[src/rld_pkg.sv]
// ---------------------------------------------------------------------------
// rld_pkg
// Types, constants and the per-byte decision function of the run-length
// lookahead decoder.
// ---------------------------------------------------------------------------
`default_nettype none

package rld_pkg;

  localparam logic [7:0] LINE_FEED  = 8'd10;
  localparam logic [7:0] CARR_RET   = 8'd13;
  localparam logic [7:0] UPPER_A    = 8'h41;
  localparam logic [7:0] UPPER_Z    = 8'h5A;
  localparam logic [7:0] LOWER_A    = 8'h61;
  localparam logic [7:0] LOWER_Z    = 8'h7A;

  // result queue depth; one request can push up to three runs
  localparam int unsigned QUEUE_DEPTH = 4;
  localparam int unsigned MAX_PUSH    = 3;

  typedef struct packed {
    logic [7:0] code_byte;
    logic       end_of_stream;
  } code_t;

  typedef struct packed {
    logic [7:0] run_value;
    logic [6:0] run_length;
    logic       final_run;
  } run_t;

  typedef struct packed {
    logic [1:0] used;
    logic       has;
    logic [7:0] val;
    logic [6:0] len;
  } decision_t;

  function automatic logic is_letter(input logic [7:0] c);
    return ((c >= UPPER_A) && (c <= UPPER_Z)) || ((c >= LOWER_A) && (c <= LOWER_Z));
  endfunction

  // Decide on the head byte b0 with k valid bytes in the window (k >= 1).
  function automatic decision_t rld_decide(input logic [7:0] b0, input logic [7:0] w1,
                                           input logic [7:0] w2, input logic [1:0] k);
    decision_t  d;
    logic [7:0] b1;
    logic [7:0] b2;
    b1 = (k > 2'd1) ? w1 : 8'd0;
    b2 = (k > 2'd2) ? w2 : 8'd0;
    d  = '0;
    d.used = 2'd1;
    if ((b0 == LINE_FEED) || (b0 == CARR_RET)) begin
      if (is_letter(b1) && (b2 != b1)) begin
        d.val  = b1;
        d.len  = b0[6:0];
        d.has  = 1'b1;
        d.used = 2'd2;
      end else begin
        d.val = b0;
        d.len = 7'd1;
        d.has = 1'b1;
      end
    end else if (is_letter(b0)) begin
      if (b1 == b0) begin
        d.val  = b0;
        d.len  = b0[6:0];
        d.has  = 1'b1;
        d.used = 2'd2;
      end else begin
        d.val = b0;
        d.len = 7'd1;
        d.has = 1'b1;
      end
    end else if (k >= 2'd2) begin
      // count byte; negative counts give nothing but still eat both bytes
      if (!b0[7]) begin
        d.val = b1;
        d.len = b0[6:0];
        d.has = 1'b1;
      end
      d.used = 2'd2;
    end
    return d;
  endfunction

endpackage

`default_nettype wire

[src/rle_lookahead_decoder.sv]
// ---------------------------------------------------------------------------
// rle_lookahead_decoder
// Run-length decoder with a two-byte lookahead window; emits (value, length)
// runs through a four-entry result queue.
// ---------------------------------------------------------------------------
//
//  channel | direction | handshake              | payload
//  --------+-----------+------------------------+---------------------------
//  code    | in        | code_valid / code_stall | code_t: byte, end mark
//  run     | out       | run_valid / run_stall   | run_t: value, length, final
//
//  A code request is decoded in the cycle it is accepted; its runs are in the
//  result queue the next cycle, behind older runs. One request per cycle while
//  code_stall is low. An end-of-stream request pushes up to three runs, which
//  drain one per cycle while run_stall is low; code_stall rises while fewer
//  than three queue entries are free. Synchronous reset clears the window,
//  the stop flag and the queue.
`default_nettype none

module rle_lookahead_decoder
  import rld_pkg::*;
(
  input  wire   clk,
  input  wire   rst,
  input  wire   code_valid,
  output logic  code_stall,
  input  code_t code,
  output logic  run_valid,
  input  wire   run_stall,
  output run_t  run
);

  localparam int unsigned PTR_W = $clog2(QUEUE_DEPTH);
  localparam int unsigned CNT_W = $clog2(QUEUE_DEPTH + 1);

  // window state
  logic [7:0] la [2];
  logic [1:0] la_cnt;
  logic       stopped;

  logic [7:0] la_next [2];
  logic [1:0] la_cnt_next;
  logic       stopped_next;

  // result queue
  run_t             queue [QUEUE_DEPTH];
  logic [PTR_W-1:0] wr_ptr;
  logic [PTR_W-1:0] rd_ptr;
  logic [CNT_W-1:0] count;

  logic       accept;
  logic       pop;
  logic [1:0] n_res;
  run_t       res [4];
  logic [PTR_W-1:0] slot_off [QUEUE_DEPTH];

  // decode
  logic [7:0]  w [3];
  logic [1:0]  k;
  logic [1:0]  cnt_sat;
  logic [1:0]  used;
  logic        stop;
  decision_t   d;

  always_comb begin
    stop    = stopped;
    w[0]    = 8'd0;
    w[1]    = 8'd0;
    w[2]    = 8'd0;
    k       = 2'd0;
    n_res   = 2'd0;
    used    = 2'd0;
    d       = '0;
    res[0]  = '0;
    res[1]  = '0;
    res[2]  = '0;
    res[3]  = '0;
    cnt_sat = (la_cnt > 2'd2) ? 2'd2 : la_cnt;
    if (!stopped) begin
      w[0]       = la[0];
      w[1]       = la[1];
      w[cnt_sat] = code.code_byte;
      k          = cnt_sat + 2'd1;
    end
    // at most three decisions per request, each eats one or two bytes
    for (int i = 0; i < 3; i++) begin
      if (!stop && (k != 2'd0) && ((k == 2'd3) || code.end_of_stream)) begin
        if (w[0] == 8'd0) begin
          stop = 1'b1;
          k    = 2'd0;
        end else begin
          d = rld_decide(w[0], w[1], w[2], k);
          if (d.has) begin
            res[n_res] = '{run_value: d.val, run_length: d.len, final_run: 1'b0};
            n_res      = n_res + 2'd1;
          end
          used = (d.used > k) ? k : d.used;
          if (used == 2'd1) begin
            w[0] = w[1];
            w[1] = w[2];
            w[2] = 8'd0;
          end else if (used == 2'd2) begin
            w[0] = w[2];
            w[1] = 8'd0;
            w[2] = 8'd0;
          end
          k = k - used;
        end
      end
    end
    if (code.end_of_stream) begin
      if (n_res == 2'd0) begin
        res[0] = '{run_value: 8'd0, run_length: 7'd0, final_run: 1'b1};
        n_res  = 2'd1;
      end else begin
        res[n_res - 2'd1].final_run = 1'b1;
      end
    end
  end

  always_comb begin
    if (code.end_of_stream) begin
      la_next[0]   = 8'd0;
      la_next[1]   = 8'd0;
      la_cnt_next  = 2'd0;
      stopped_next = 1'b0;
    end else if (stop) begin
      la_next[0]   = 8'd0;
      la_next[1]   = 8'd0;
      la_cnt_next  = 2'd0;
      stopped_next = 1'b1;
    end else begin
      la_next[0]   = w[0];
      la_next[1]   = w[1];
      la_cnt_next  = (k > 2'd2) ? 2'd2 : k;
      stopped_next = 1'b0;
    end
  end

  assign code_stall = (count > CNT_W'(QUEUE_DEPTH - MAX_PUSH));
  assign accept     = code_valid && !code_stall;
  assign run_valid  = (count != '0);
  assign pop        = run_valid && !run_stall;
  assign run        = queue[rd_ptr];

  always_ff @(posedge clk) begin
    if (rst) begin
      la[0]   <= 8'd0;
      la[1]   <= 8'd0;
      la_cnt  <= 2'd0;
      stopped <= 1'b0;
    end else if (accept) begin
      la[0]   <= la_next[0];
      la[1]   <= la_next[1];
      la_cnt  <= la_cnt_next;
      stopped <= stopped_next;
    end
  end

  // each queue entry knows its distance from the write pointer
  always_comb begin
    for (int e = 0; e < QUEUE_DEPTH; e++) begin
      slot_off[e] = PTR_W'(e) - wr_ptr;
    end
  end

  always_ff @(posedge clk) begin
    for (int e = 0; e < QUEUE_DEPTH; e++) begin
      if (accept && (slot_off[e] < PTR_W'(n_res))) begin
        queue[e] <= res[slot_off[e][1:0]];
      end
    end
  end

  always_ff @(posedge clk) begin
    if (rst) begin
      wr_ptr <= '0;
      rd_ptr <= '0;
      count  <= '0;
    end else begin
      if (accept) begin
        wr_ptr <= wr_ptr + PTR_W'(n_res);
      end
      if (pop) begin
        rd_ptr <= rd_ptr + PTR_W'(1);
      end
      count <= count + (accept ? CNT_W'(n_res) : CNT_W'(0)) - CNT_W'(pop);
    end
  end

endmodule

`default_nettype wire

[config.mk]
export PLATFORM = sky130hd
export DESIGN_NAME = rle_lookahead_decoder
export DESIGN_NICKNAME = d
export VERILOG_FILES = /design/src/rld_pkg.sv /design/src/rle_lookahead_decoder.sv
export SDC_FILE = /design/constraint.sdc
export NUM_CORES = 1
export LEC_CHECK = 0
export ABC_AREA = 1
export BUFFER_PORTS_ARGS = -buffer_cell sky130_fd_sc_hd__clkbuf_2
export CAP_MARGIN = 20
export CORE_MARGIN = 2
export CORE_UTILIZATION = 45
export DETAILED_ROUTE_END_ITERATION = 6
export PLACE_DENSITY = 0.58
export REMOVE_ABC_BUFFERS = 1
export SLEW_MARGIN = 10
export SYNTH_ARGS = -nofsm -noshare
export SYNTH_HDL_FRONTEND = slang
export SYNTH_SLANG_ARGS = --single-unit
[constraint.sdc]
create_clock -name clk -period 11.5 [get_ports clk]
set_input_delay 1.725 -clock clk [delete_from_list [all_inputs] [get_ports clk]]
set_output_delay 1.725 -clock clk [all_outputs]
set_load 0.01 [all_outputs]
==> out/metrics.yaml <==
grt_pass1_wl_um: 65100
synth_top_cell_by_area: "nand2_1"
nets: 1922
hp-start: "rd_ptr[1]"
cp_common_cell: "nand2_1"
via_per_inst: 5.77
crit_type: "in2reg"
seq_area_mm2: 0.00264
synth_edf_count: 80
holdPathStages: 2
reg2regPathDepth: 70
clkLatencyLatePin_ps: 370
regToRegSetupSlack_ps: 960
wire_per_inst_um: 18.9
fmax_mhz: 94.0
place_hpwl_um: 31800
timing.rr.end: "la_cnt[0]"
period_share: 0.925
critical_path.endpoint_type: "register"
cts_tree: "yes"
gr-total-overflow: 0
ys_ff_latch: 92
start_kind: "primary input"
hold_viol: 0
antenna_found_initial: 0
postSynth.asyncResetShare: 0
drc: 0
worstPathRequired_ps: 11780
slew_headroom: 0.339
synth.cell_area_mm2: 0.0112
fp.coreArea_mm2: 0.0244
final_util: 0.496
dieArea_mm2: 0.0262
synthCells: 1871
syn_to_final_growth_pct: 8.01
worstReg2RegStart: "stopped"
vias: 12700
root_buffer: "clkbuf_16"
drive_above_1_share: 0.131
ys_top_cells_by_count: "nand2_1 (705), nand3_1 (182), nor2_1 (161)"
die_h_um: 162
gp_congestion: 1.01
antenna_cells: 0
ant_nets: 0
fin_hold_ws_ps: 466
drt_iter0_drc: 1445
grt_usage: 0.320
yosys.cell_count.top_type: "nand2_1"
htree_levels: 3
grt_pass1_vias: 11700
io_pins: 31
syn_avg_cell_area_um2: 5.99
synth.top_cell.area_share: 0.236
status: "complete, no violations"
grt_max_degree: 68
synth_ff_type: "edfxtp_1"
yosysSeqAreaShare: 0.236
clkTransAtPathRegs_ps: 80
drv_slew: 0
tightest_slew_ps: 990
fillers: 2619
die_w_um: 162
max_stage_delay_ps: 290
cp_max_fo: 20
fin_crit_ps: 10640
min_to: "rd_ptr[1]"
slowest_stage: "ha_1"
maxCapViolations: 0
floorplan.initialDensity: 0.460
yosysWarnings: 0
cts.sinks: 92
cts_buffers: 9
first_pass_iters: 6
crit_arrival_ps: 10920
synth_area_leaders: "nand2_1 (24%), edfxtp_1 (21%), nand3_1 (8.1%)"
rows: 57
portBuffers: 30
yosysUniqueCellTypes: 57
cts_hold_buf: 0
finalSetupViolCount: 0
fin_skew_ps: 16.7
multi_input_area_mm2: 0.00754
clockBufferDepth: 2
wirelength_um: 41700
hp-class: "reg2reg"
## cell families after synthesis
| family | after synthesis | share of synthesized area |
|---|---|---|
| xor gates and xnor gates | 9 | 0.00871 |
| DFF | 92 | 0.236 |
| and+or+nand+nor | 1201 | 0.478 |
| adders and majority gates | 32 | 0.0377 |
| buffers and inverters | 282 | 0.101 |
| AOI/OAI and AO/OA | 255 | 0.139 |
## metrics by stage
step | instance area [µm²] | setup WS, ps | std cells | setup TNS (ps)
after detailed placement | 11700 | -21.0 | 2185 | -21.0
final | 12100 | 865 | 2206 | 0
after global routing | 12100 | -57.8 | 2206 | -57.8
after CTS | 12000 | 341 | 2201 | 0
after global placement | 11700 | 222 | 2185 | 0
after floorplan | 10900 | 341 | 1805 | 0
## area by class of cell
type,instances,share of cell area
Multi-Input combinational cell,1497,0.623
Timing Repair Buffer,61,0.0319
Sequential cell,92,0.218
Tap cell,324,0.0335
Clock buffer,9,0.0186
Inverter,216,0.0681
Clock inverter,7,0.00641
## how the worst max path moves through the flow
stage	start	end	slack (ps)
floorplan	code[1]	queue[2][0]	340
global placement	code[3]	la_cnt[0]	220
detailed placement	code[1]	la_cnt[0]	-20
CTS	code[3]	la_cnt[0]	340
global route	code[3]	la_cnt[0]	-60
finish	code[6]	la_cnt[0]	860
## routing by layer
layer  routed length (µm)  track usage
met5                    0            0
met4                 1630        0.130
met3                 3950       0.0753
met2                17900        0.495
met1                18200        0.431
## worst max-delay path, delay by kind of cell
kind	cells	cell delay [ps]
compound gates	9	1250
buf+inv	17	1820
xor+xnor	2	340
fa+ha+maj	8	1860
simple gates	37	3890
## repair_timing
action,CTS,global route
buffers inserted,0,4
resized for setup,0,26
setup endpoints to repair,0,93
## cell usage in the layout (no fill, tap or decap), types with 30 or more instances in the layout
cell type and instances:
inv_1 154, nand2_2 36, clkbuf_2 30, edfxtp_1 80, nand4_1 62, nand2_1 698, inv_2 47, nor2_1 157
nand3_1 177, o21ai_1 34, a21oi_1 39, o21ai_0 89
## sequential cells by signal, summed over array words and instances (netlist names), named ones only
register  count
queue        64
la           16
count         3
la_cnt        2
rd_ptr        2
wr_ptr        2
stopped       1
Power is left out: the tool's default activity adds up to more than one toggle a clock period on the data nets, which glitch-free logic cannot reach.
